File: config.mk
export PLATFORM = sky130hd
export DESIGN_NAME = xmodem_1k_crc_receiver
export DESIGN_NICKNAME = d
export VERILOG_FILES = /design/src/rtl/core/xmcrc_pkg.sv /design/src/rtl/core/xmodem_1k_crc_receiver.sv /design/src/rtl/core/xmcrc_front.sv /design/src/rtl/core/xmcrc_back.sv
export SDC_FILE = /design/constraint.sdc
export NUM_CORES = 1
export LEC_CHECK = 0
export ABC_AREA = 1
export BUFFER_PORTS_ARGS = -buffer_cell sky130_fd_sc_hd__buf_2
export CORE_AREA = 2 2 187 189
export DETAILED_ROUTE_END_ITERATION = 8
export DIE_AREA = 0 0 189 191
export GPL_TIMING_DRIVEN = 0
export PLACE_DENSITY = 0.76
export RECOVER_POWER = 25
export SKIP_LAST_GASP = 1
export SYNTH_ARGS = -nofsm -noshare
export SYNTH_HDL_FRONTEND = slang
export SYNTH_HIERARCHICAL = 1
export SYNTH_SLANG_ARGS = --single-unit
File: constraint.sdc
create_clock -name i_clk -period 6 [get_ports i_clk]
set_input_delay 1.2 -clock i_clk [delete_from_list [all_inputs] [get_ports i_clk]]
set_output_delay 1.2 -clock i_clk [all_outputs]
set_load 0.1 [all_outputs]
File: src/rtl/core/xmcrc_pkg.sv
// ----------------------------------------------------------------------------
// XMODEM-1K CRC receiver package
// Shared types, codes and the byte-wise CRC-16 update.
// ----------------------------------------------------------------------------
package xmcrc_pkg;

    localparam int LongBlockBytes  = 1024;
    localparam int ShortBlockBytes = 128;

    localparam logic [1:0] KIND_START = 2'd0;
    localparam logic [1:0] KIND_BYTE  = 2'd1;
    localparam logic [1:0] KIND_TICK  = 2'd2;

    localparam logic [2:0] PH_IDLE = 3'd0;
    localparam logic [2:0] PH_HDR  = 3'd1;
    localparam logic [2:0] PH_NUM1 = 3'd2;
    localparam logic [2:0] PH_NUM2 = 3'd3;
    localparam logic [2:0] PH_DATA = 3'd4;
    localparam logic [2:0] PH_DONE = 3'd5;
    localparam logic [2:0] PH_TOUT = 3'd6;
    localparam logic [2:0] PH_CANC = 3'd7;

    localparam logic [7:0] CH_SOH = 8'h01;
    localparam logic [7:0] CH_STX = 8'h02;
    localparam logic [7:0] CH_EOT = 8'h04;
    localparam logic [7:0] CH_ACK = 8'h06;
    localparam logic [7:0] CH_NAK = 8'h15;
    localparam logic [7:0] CH_CAN = 8'h18;
    localparam logic [7:0] CH_C   = 8'h43;

    localparam logic [2:0] REG_EXPECTED = 3'd0;
    localparam logic [2:0] REG_HDR_TO   = 3'd1;
    localparam logic [2:0] REG_NUM_TO   = 3'd2;
    localparam logic [2:0] REG_BLK_TO   = 3'd3;
    localparam logic [2:0] REG_RETRY    = 3'd4;

    localparam logic [1:0] VERDICT_NONE    = 2'd0;
    localparam logic [1:0] VERDICT_COMMIT  = 2'd1;
    localparam logic [1:0] VERDICT_DISCARD = 2'd2;

    // One classified request from the front part.
    typedef struct packed {
        logic [1:0] kind;
        logic [7:0] rx_byte;
    } t_req;

    typedef struct packed {
        logic        reply_valid;
        logic [7:0]  reply_byte;
        logic        data_valid;
        logic [7:0]  data_byte;
        logic [9:0]  data_offset;
        logic        data_keep;
        logic [1:0]  block_verdict;
        logic [10:0] commit_length;
        logic [24:0] bytes_done;
        logic [2:0]  status;
    } t_res;

    function automatic logic [15:0] crc_step(input logic [15:0] c, input logic [7:0] b);
        logic [15:0] v;
        v = c ^ {b, 8'h00};
        for (int k = 0; k < 8; k++) begin
            v = v[15] ? ((v << 1) ^ 16'h1021) : (v << 1);
        end
        return v;
    endfunction

endpackage

File: src/rtl/core/xmodem_1k_crc_receiver.sv
// ----------------------------------------------------------------------------
// XMODEM-1K CRC-16 receiver
// Receives one XMODEM transfer in CRC mode and streams tentative payload.
// ----------------------------------------------------------------------------
// Usage: each input request carries a kind (start, received byte, or one
// millisecond tick) and a byte. Every input request yields exactly one
// result request on the master side, carrying the reply byte, any
// tentative payload byte with its offset and keep flag, a commit or
// discard verdict, the committed byte count and the transfer status.
// A request of the unused kind 3 changes nothing; its result only reports
// the committed byte count and the status.
// A request passes through the queue and then the engine's result register
// before its result is offered on the master side.
// Throughput: one request per cycle while tready is high; the engine step,
// a byte-wise CRC-16 update plus 25-bit adds and compares, sets that rate.
// A two-entry queue separates the front end from the engine, and the
// engine's output register takes the next request as the waiting result is
// taken; while the sink holds tready low the queue accepts until full.
// Reset (synchronous, active low) empties the queue, clears the transfer
// state to idle and loads the default timeouts and retry limit.
// Configuration writes take effect at once and are meant to be made only
// while no request is in flight.
// ----------------------------------------------------------------------------
module xmodem_1k_crc_receiver (
    input  logic        i_clk,
    input  logic        i_rst_n,
    input  logic        i_cfg_we,
    input  logic [2:0]  i_cfg_idx,
    input  logic [24:0] i_cfg_data,
    input  logic        s_axis_tvalid,
    output logic        s_axis_tready,
    input  logic [7:0]  s_axis_tdata,   // rx_byte
    input  logic [1:0]  s_axis_tuser,   // kind
    output logic        m_axis_tvalid,
    input  logic        m_axis_tready,
    // [0] reply_valid, [8:1] reply_byte, [9] data_valid, [17:10] data_byte,
    // [27:18] data_offset, [28] data_keep, [30:29] block_verdict,
    // [41:31] commit_length, [66:42] bytes_done, [69:67] status, rest zero
    output logic [71:0] m_axis_tdata
);
    xmcrc_pkg::t_req req_in, req_q;
    xmcrc_pkg::t_res res;
    logic            q_valid, q_ready;

    assign req_in.kind    = s_axis_tuser;
    assign req_in.rx_byte = s_axis_tdata;

    xmcrc_front u_front (
        .i_clk(i_clk), .i_rst_n(i_rst_n),
        .i_valid(s_axis_tvalid), .o_ready(s_axis_tready), .i_req(req_in),
        .o_valid(q_valid), .i_ready(q_ready), .o_req(req_q)
    );

    xmcrc_back u_back (
        .i_clk(i_clk), .i_rst_n(i_rst_n),
        .i_cfg_we(i_cfg_we), .i_cfg_idx(i_cfg_idx), .i_cfg_data(i_cfg_data),
        .i_valid(q_valid), .o_ready(q_ready), .i_req(req_q),
        .o_valid(m_axis_tvalid), .i_ready(m_axis_tready), .o_res(res)
    );

    assign m_axis_tdata = {2'b00, res.status, res.bytes_done, res.commit_length,
                           res.block_verdict, res.data_keep, res.data_offset,
                           res.data_byte, res.data_valid, res.reply_byte,
                           res.reply_valid};

    // A result never shows both a commit and tentative payload data.
    a_no_commit_with_data: assert property (@(posedge i_clk) disable iff (!i_rst_n)
        m_axis_tvalid |-> !(res.data_valid && res.block_verdict == xmcrc_pkg::VERDICT_COMMIT))
        else $error("commit together with payload byte");

    // A commit always goes with an ACK reply.
    a_commit_ack: assert property (@(posedge i_clk) disable iff (!i_rst_n)
        (m_axis_tvalid && res.block_verdict == xmcrc_pkg::VERDICT_COMMIT) |->
        (res.reply_valid && res.reply_byte == xmcrc_pkg::CH_ACK))
        else $error("commit without ACK");

    // Commit length never exceeds a long block.
    a_commit_len: assert property (@(posedge i_clk) disable iff (!i_rst_n)
        m_axis_tvalid |-> (res.commit_length <= 11'd1024))
        else $error("commit length out of range");
endmodule

File: src/rtl/core/xmcrc_front.sv
// ----------------------------------------------------------------------------
// XMODEM receiver front end
// Accepts input requests and queues them for the protocol engine.
// ----------------------------------------------------------------------------
module xmcrc_front (
    input  logic             i_clk,
    input  logic             i_rst_n,
    input  logic             i_valid,
    output logic             o_ready,
    input  xmcrc_pkg::t_req  i_req,
    output logic             o_valid,
    input  logic             i_ready,
    output xmcrc_pkg::t_req  o_req
);
    // Two-entry queue so that the back part may stall independently.
    xmcrc_pkg::t_req r_q [2];
    logic            r_wp, r_rp;
    logic [1:0]      r_cnt;
    logic            push, pop;

    assign o_ready = (r_cnt != 2'd2);
    assign push    = i_valid && o_ready;
    assign o_valid = (r_cnt != 2'd0);
    assign pop     = o_valid && i_ready;
    assign o_req   = r_q[r_rp];

    always_ff @(posedge i_clk) begin
        if (!i_rst_n) begin
            r_wp  <= 1'b0;
            r_rp  <= 1'b0;
            r_cnt <= 2'd0;
        end else begin
            if (push) r_wp <= ~r_wp;
            if (pop)  r_rp <= ~r_rp;
            r_cnt <= r_cnt + {1'b0, push} - {1'b0, pop};
        end
        if (push) r_q[r_wp] <= i_req;
    end
endmodule

File: src/rtl/core/xmcrc_back.sv
// ----------------------------------------------------------------------------
// XMODEM receiver protocol engine
// Runs the transfer state machine and registers one result per request.
// ----------------------------------------------------------------------------
module xmcrc_back (
    input  logic             i_clk,
    input  logic             i_rst_n,
    input  logic             i_cfg_we,
    input  logic [2:0]       i_cfg_idx,
    input  logic [24:0]      i_cfg_data,
    input  logic             i_valid,
    output logic             o_ready,
    input  xmcrc_pkg::t_req  i_req,
    output logic             o_valid,
    input  logic             i_ready,
    output xmcrc_pkg::t_res  o_res
);
    logic [24:0] r_exp;
    logic [15:0] r_hto, r_nto, r_bto;
    logic [7:0]  r_rlim;

    logic [2:0]  r_ph, n_ph;
    logic [7:0]  r_nbn, n_nbn, r_rc, n_rc, r_gbn, n_gbn;
    logic [24:0] r_ct, n_ct;
    logic [15:0] r_tt, n_tt, r_crc, n_crc, r_scrc, n_scrc;
    logic        r_long, n_long;
    logic [10:0] r_bi, n_bi;

    logic            r_ov;
    xmcrc_pkg::t_res r_res, n_res;
    logic            take;

    logic [10:0] bsize;
    logic [16:0] tnext;
    logic [15:0] tlim;
    logic        texp;
    logic [15:0] full_crc;
    logic [24:0] room, w;
    logic [24:0] ct_w;
    logic [25:0] keep_sum;

    assign o_ready = !r_ov || i_ready;
    assign take    = i_valid && o_ready;
    assign o_valid = r_ov;
    assign o_res   = r_res;

    assign bsize = r_long ? 11'(xmcrc_pkg::LongBlockBytes) : 11'(xmcrc_pkg::ShortBlockBytes);
    assign tnext = {1'b0, r_tt} + 17'd1;

    always_comb begin
        tlim = r_bto;
        priority if (r_ph == xmcrc_pkg::PH_HDR) tlim = r_hto;
        else if (r_ph == xmcrc_pkg::PH_NUM1 || r_ph == xmcrc_pkg::PH_NUM2) tlim = r_nto;
    end
    assign texp     = tnext >= {1'b0, tlim};
    assign full_crc = {r_scrc[15:8], i_req.rx_byte};
    assign room     = (r_ct < r_exp) ? (r_exp - r_ct) : 25'd0;
    assign w        = ({14'd0, bsize} < room) ? {14'd0, bsize} : room;
    assign ct_w     = r_ct + w;
    assign keep_sum = {1'b0, r_ct} + {15'd0, r_bi};

    always_comb begin
        n_ph = r_ph; n_nbn = r_nbn; n_ct = r_ct; n_rc = r_rc; n_tt = r_tt;
        n_long = r_long; n_bi = r_bi; n_crc = r_crc; n_scrc = r_scrc; n_gbn = r_gbn;
        n_res = '0;
        unique case (i_req.kind)
            xmcrc_pkg::KIND_START: begin
                if (r_ph == xmcrc_pkg::PH_DATA && r_bi != 11'd0)
                    n_res.block_verdict = xmcrc_pkg::VERDICT_DISCARD;
                n_nbn = 8'd1; n_ct = '0; n_rc = '0; n_tt = '0; n_long = 1'b0;
                n_bi = '0; n_crc = '0; n_scrc = '0; n_gbn = '0;
                n_res.reply_valid = 1'b1;
                n_res.reply_byte  = xmcrc_pkg::CH_C;
                n_ph = (r_exp == 25'd0) ? xmcrc_pkg::PH_DONE : xmcrc_pkg::PH_HDR;
            end
            xmcrc_pkg::KIND_TICK: begin
                if (r_ph == xmcrc_pkg::PH_HDR || r_ph == xmcrc_pkg::PH_NUM1 ||
                    r_ph == xmcrc_pkg::PH_NUM2 || r_ph == xmcrc_pkg::PH_DATA) begin
                    n_tt = texp ? 16'd0 : tnext[15:0];
                    if (texp) begin
                        n_res.reply_valid = 1'b1;
                        n_res.reply_byte  = xmcrc_pkg::CH_NAK;
                        if (r_ph == xmcrc_pkg::PH_HDR) begin
                            if (r_rc >= r_rlim) begin
                                n_res.reply_byte = xmcrc_pkg::CH_CAN;
                                n_ph = xmcrc_pkg::PH_TOUT;
                            end else begin
                                n_rc = r_rc + 8'd1;
                            end
                        end else begin
                            if (r_ph == xmcrc_pkg::PH_DATA && r_bi != 11'd0)
                                n_res.block_verdict = xmcrc_pkg::VERDICT_DISCARD;
                            n_ph = xmcrc_pkg::PH_HDR;
                        end
                    end
                end
            end
            xmcrc_pkg::KIND_BYTE: begin
                if (r_ph == xmcrc_pkg::PH_HDR) begin
                    n_tt = '0;
                    priority if (i_req.rx_byte == xmcrc_pkg::CH_EOT) begin
                        n_res.reply_valid = 1'b1;
                        n_res.reply_byte  = xmcrc_pkg::CH_ACK;
                        n_ph = xmcrc_pkg::PH_DONE;
                    end else if (i_req.rx_byte == xmcrc_pkg::CH_CAN) begin
                        n_ph = xmcrc_pkg::PH_CANC;
                    end else if (i_req.rx_byte == xmcrc_pkg::CH_SOH ||
                                 i_req.rx_byte == xmcrc_pkg::CH_STX) begin
                        n_long = (i_req.rx_byte == xmcrc_pkg::CH_STX);
                        n_ph = xmcrc_pkg::PH_NUM1;
                    end else begin
                        n_res.reply_valid = 1'b1;
                        n_res.reply_byte  = xmcrc_pkg::CH_NAK;
                    end
                end else if (r_ph == xmcrc_pkg::PH_NUM1) begin
                    n_tt = '0; n_gbn = i_req.rx_byte; n_ph = xmcrc_pkg::PH_NUM2;
                end else if (r_ph == xmcrc_pkg::PH_NUM2) begin
                    n_tt = '0;
                    if (r_gbn == r_nbn && i_req.rx_byte == ~r_nbn) begin
                        n_bi = '0; n_crc = '0; n_scrc = '0; n_ph = xmcrc_pkg::PH_DATA;
                    end else begin
                        n_res.reply_valid = 1'b1;
                        n_res.reply_byte  = xmcrc_pkg::CH_NAK;
                        n_ph = xmcrc_pkg::PH_HDR;
                    end
                end else if (r_ph == xmcrc_pkg::PH_DATA) begin
                    priority if (r_bi < bsize) begin
                        n_res.data_valid  = 1'b1;
                        n_res.data_byte   = i_req.rx_byte;
                        n_res.data_offset = r_bi[9:0];
                        n_res.data_keep   = keep_sum < {1'b0, r_exp};
                        n_crc = xmcrc_pkg::crc_step(r_crc, i_req.rx_byte);
                        n_bi  = r_bi + 11'd1;
                    end else if (r_bi == bsize) begin
                        n_scrc = {i_req.rx_byte, 8'h00};
                        n_bi   = r_bi + 11'd1;
                    end else begin
                        n_scrc = full_crc;
                        n_res.reply_valid = 1'b1;
                        n_tt = '0; n_bi = '0;
                        if (full_crc != r_crc) begin
                            n_res.reply_byte    = xmcrc_pkg::CH_NAK;
                            n_res.block_verdict = xmcrc_pkg::VERDICT_DISCARD;
                            n_ph = xmcrc_pkg::PH_HDR;
                        end else begin
                            n_ct  = ct_w;
                            n_nbn = r_nbn + 8'd1;
                            n_rc  = '0;
                            n_res.reply_byte    = xmcrc_pkg::CH_ACK;
                            n_res.block_verdict = xmcrc_pkg::VERDICT_COMMIT;
                            n_res.commit_length = w[10:0];
                            n_ph = (ct_w >= r_exp) ? xmcrc_pkg::PH_DONE : xmcrc_pkg::PH_HDR;
                        end
                    end
                end
            end
            default: ;
        endcase
        n_res.bytes_done = n_ct;
        unique case (n_ph)
            xmcrc_pkg::PH_IDLE: n_res.status = 3'd0;
            xmcrc_pkg::PH_DONE: n_res.status = 3'd2;
            xmcrc_pkg::PH_TOUT: n_res.status = 3'd3;
            xmcrc_pkg::PH_CANC: n_res.status = 3'd4;
            default:            n_res.status = 3'd1;
        endcase
    end

    always_ff @(posedge i_clk) begin
        if (!i_rst_n) begin
            r_exp <= '0; r_hto <= 16'd10000; r_nto <= 16'd1000; r_bto <= 16'd5000;
            r_rlim <= 8'd10;
            r_ph <= xmcrc_pkg::PH_IDLE; r_nbn <= 8'd1; r_ct <= '0; r_rc <= '0;
            r_tt <= '0; r_long <= 1'b0; r_bi <= '0; r_crc <= '0; r_scrc <= '0;
            r_gbn <= '0; r_ov <= 1'b0;
        end else begin
            if (i_cfg_we) begin
                unique case (i_cfg_idx)
                    xmcrc_pkg::REG_EXPECTED: r_exp  <= i_cfg_data;
                    xmcrc_pkg::REG_HDR_TO:   r_hto  <= i_cfg_data[15:0];
                    xmcrc_pkg::REG_NUM_TO:   r_nto  <= i_cfg_data[15:0];
                    xmcrc_pkg::REG_BLK_TO:   r_bto  <= i_cfg_data[15:0];
                    xmcrc_pkg::REG_RETRY:    r_rlim <= i_cfg_data[7:0];
                    default: ;
                endcase
            end
            if (take) begin
                r_ph <= n_ph; r_nbn <= n_nbn; r_ct <= n_ct; r_rc <= n_rc; r_tt <= n_tt;
                r_long <= n_long; r_bi <= n_bi; r_crc <= n_crc; r_scrc <= n_scrc;
                r_gbn <= n_gbn;
            end
            if (take) r_ov <= 1'b1;
            else if (i_ready) r_ov <= 1'b0;
        end
        if (take) r_res <= n_res;
    end
endmodule
==> flow_summary_export.csv <==
group,metric,value,unit
place,place_hpwl,48000,um
final_layout,instances_no_fill,3306,
power,clockPowerShare,0.189,
worst_setup_path,critPathKind,"reg -> reg",
floorplan,fp-row-count,68,
logic_synthesis,netlist_top_cells_count,"547 x nand2_1, 326 x inv_1, 234 x a21oi_1, 234 x nor2_1, 191 x dfxtp_1",
final_layout,finish.utilization,0.662,
logic_synthesis,synth_most_common_cell,"nand2_1",
place,place_area,20000,um2
power,leakagePower,9.95,nW
grt,grt-ovfl-total,0,
sta,clock.fmax,159,MHz
power,p_sw,4.91,mW
run_status,outcome,"finished, violations left",
hold_path,hp-class,"reg -> reg",
power,vdd_ir_drop_max,0.000493,V
drt,dr.pass1.iters,5,
hold_path,min_path_cells,2,
clock_network,tritoncts,"built",
worst_setup_path,r2r_cells,46,
clock_network,path_clk_slew,0.06,ns
floorplan,die_area,36100,um2
worst_setup_path,cp-end-kind,"flip-flop",
grt,antenna_found_initial,0,
sta,layout_min_cycle_time,6.27,ns
final_layout,syn2layout_area_growth,20.4,%
power,seqPwrFrac,0.269,
drt,viasPerCell,5.75,
power,switching_share,0.513,
logic_synthesis,synth_top_area_frac,0.204,
logic_synthesis,synth-warning-count,6,
floorplan,die_h,191,um
worst_setup_path,worstPathRequired,6.34,ns
drt,drtIter0Drc,1813,
floorplan,initial_core_util,0.550,
power,internal_power,4.66,mW
job,maxCapViolations,0,
drt,postRouteAntennaNets,0,
grt,grt_max_degree,54,
sta,finalSetupViolCount,4,
clock_network,clockBufferDepth,3,
worst_setup_path,start_kind,"flip-flop",
clock_network,cts-buffers-inserted,31,
worst_setup_path,worstPathMaxFanout,5,
logic_synthesis,netlist_top_cells_area,"dfxtp_1 20%, edfxtp_1 14%, nand2_1 11%",
sta,fin_crit_sh,1.05,
logic_synthesis,synth_seq_area_share,0.345,
final_layout,fin_area,22600,um2
logic_synthesis,yosysTopAreaCell,"dfxtp_1",
place,gp_congestion,0.986,
sta,drv_slew,0,
drt,drc,0,
final_layout,diodes,0,
floorplan,die_x,189,um
logic_synthesis,synth_cells,2587,
worst_setup_path,cpPeakStageDelay,0.39,ns
drt,routed-via-count,19000,
final_layout,layout.nets,3017,
clock_network,clkLatencyLatePin,0.59,ns
logic_synthesis,async_flop_share,0,
logic_synthesis,syn-cell-area,18800,um2
power,combPwrFrac,0.542,
worst_setup_path,worstPathArrival,6.61,ns
floorplan,core_area,34100,um2
place,dp.cells,3170,
grt,grt_pass1_wl,95500,um
clock_network,cts_sinks,279,
logic_synthesis,ys_types,57,
logic_synthesis,syn_area_per_cell,7.25,um2
worst_setup_path,cp_slowest_cell,"dfxtp_1",
clock_network,cts_root_buf,"clkbuf_16",
worst_setup_path,crit_top_cell,"nand2_1",
run_status,violations,"negative setup slack",
drt,routed_wl,63000,um
clock_network,cts_max_level,1,
final_layout,n_fill_cell,3052,
sta,final-hold-violation-count,0,
sta,fin_skew,0.0236,ns
grt,first_global_vias,17800,
sta,setup_slack,-0.273,ns
grt,grt_usage,0.339,
power,power.density,424,nW/um2
sta,relSlewSlack,0.202,
drt,routedWlPerCell,19.1,um
logic_synthesis,synth-edff-count,88,
floorplan,ios,117,
place,portBuffers,112,
sta,worst_slew_pin_slew,1.19,ns
logic_synthesis,ys_seq_elements,279,
final_layout,drive_gt1_frac,0.186,
logic_synthesis,ys.flop_type,"dfxtp_1",
sta,grt_setup_unrepaired,"yes",
-- critical path, delay by kind of cell (launching register included) --
| kind | cells | cell delay (ns) |
|---|---|---|
| buffers and inverters | 9 | 0.85 |
| flip-flops | 1 | 0.39 |
| AO/OA/AOI/OAI | 3 | 0.46 |
| AND/OR/NAND/NOR | 30 | 3.14 |
| adder cells (fa/ha/maj) | 4 | 1.12 |
-- power groups by stage --
stage	logic (mW)	registers [mW]	clock network, mW
floorplan	2.18	4.14	0
global route	5.50	2.60	1.91
finish	5.19	2.57	1.81
global placement	4.71	2.63	0
CTS	5.05	2.57	1.83
detailed placement	4.79	2.61	0
-- repair_timing --
action	in CTS	in global routing
cloned	1	0
gates resized for setup	216	65
endpoints found under the setup margin	19	4
hold endpoints to repair	0	0
hold buffers	0	0
pin swaps	44	56
buffers inserted	60	18
-- layout by cell type, fill, tap and decap left out, types with 85 or more instances in the layout --
cell	instances
buf_4	85
nand2_1	510
o21ai_0	161
a21oi_1	225
inv_1	293
buf_2	107
dfxtp_1	154
ha_1	108
nor2_1	219
edfxtp_1	88
nand3_1	111
-- state kept, by name (all words and copies together), names as in the netlist, 11 cells and up, named ones only --
register,cells
u_back/r_bto,16
u_back/o_res,68
u_back/r_bi,11
u_back/r_crc,16
u_back/r_exp,25
u_front/r_q,20
u_back/r_hto,16
u_back/r_nto,16
u_back/r_tt,16
u_back/r_ct,25
-- per-stage QoR --
| stage | power (mW) | setup slack [ns] | hold slack, ns | setup TNS, ns |
|---|---|---|---|---|
| final | 9.57 | -0.273 | 0.457 | -0.740 |
| after global routing | 10.0 | -0.530 | 0.471 | -1.72 |
| after CTS | 9.45 | -0.228 | 0.455 | -0.574 |
| after detailed placement | 7.41 | -1.99 | 0.439 | -9.43 |
| after global placement | 7.34 | -1.90 | 0.433 | -8.76 |
| after floorplan | 6.32 | 0.0810 | 0.421 | 0 |
-- cell type report --
type	count	area (um2)	share of cell area
Clock inverter	15	91.3	0.00404
Timing Repair Buffer	192	1180	0.0524
Buffer	78	367	0.0162
Clock buffer	42	857	0.0380
Sequential cell	279	6560	0.291
Multi-Input combinational cell	1901	11600	0.515
Tap cell	455	569	0.0252
Inverter	344	1320	0.0583
-- layer usage --
layer | global-route usage | part of all wire | vias up
met5 | 0 | 0 | -
met4 | 0.177 | 0.053 | 0
met3 | 0.0442 | 0.079 | 164
met2 | 0.557 | 0.46 | 811
met1 | 0.437 | 0.41 | 8956
li1 | - | - | 9095
-- worst paths after layout --
| kind | start | to | slack [ns] |
|---|---|---|---|
| hold / removal | u_back/r_bto[13] | u_back/r_bto[13] | 0.46 |
| setup / recovery | u_back/r_exp[2] | u_back/o_res[0] | -0.27 |
| hold reg to reg | u_back/r_bto[13] | u_back/r_bto[13] | 0.46 |
| setup reg to reg | u_back/r_exp[2] | u_back/o_res[0] | -0.27 |
-- cells by family (layout without fill, tap and decap cells) --
family | count (synthesis) | count (layout) | share of synthesized area
and+or+nand+nor | 1110 | 1110 | 0.262
xor gates and xnor gates | 95 | 95 | 0.0444
buffers and inverters | 422 | 671 | 0.0879
DFF | 279 | 279 | 0.345
adders and majority gates | 147 | 147 | 0.0992
other | 2 | 17 | 0.000400
muxes | 10 | 10 | 0.00800
AOI/OAI and AO/OA | 522 | 522 | 0.154
No activity file was read; power rests on OpenSTA's default activity.
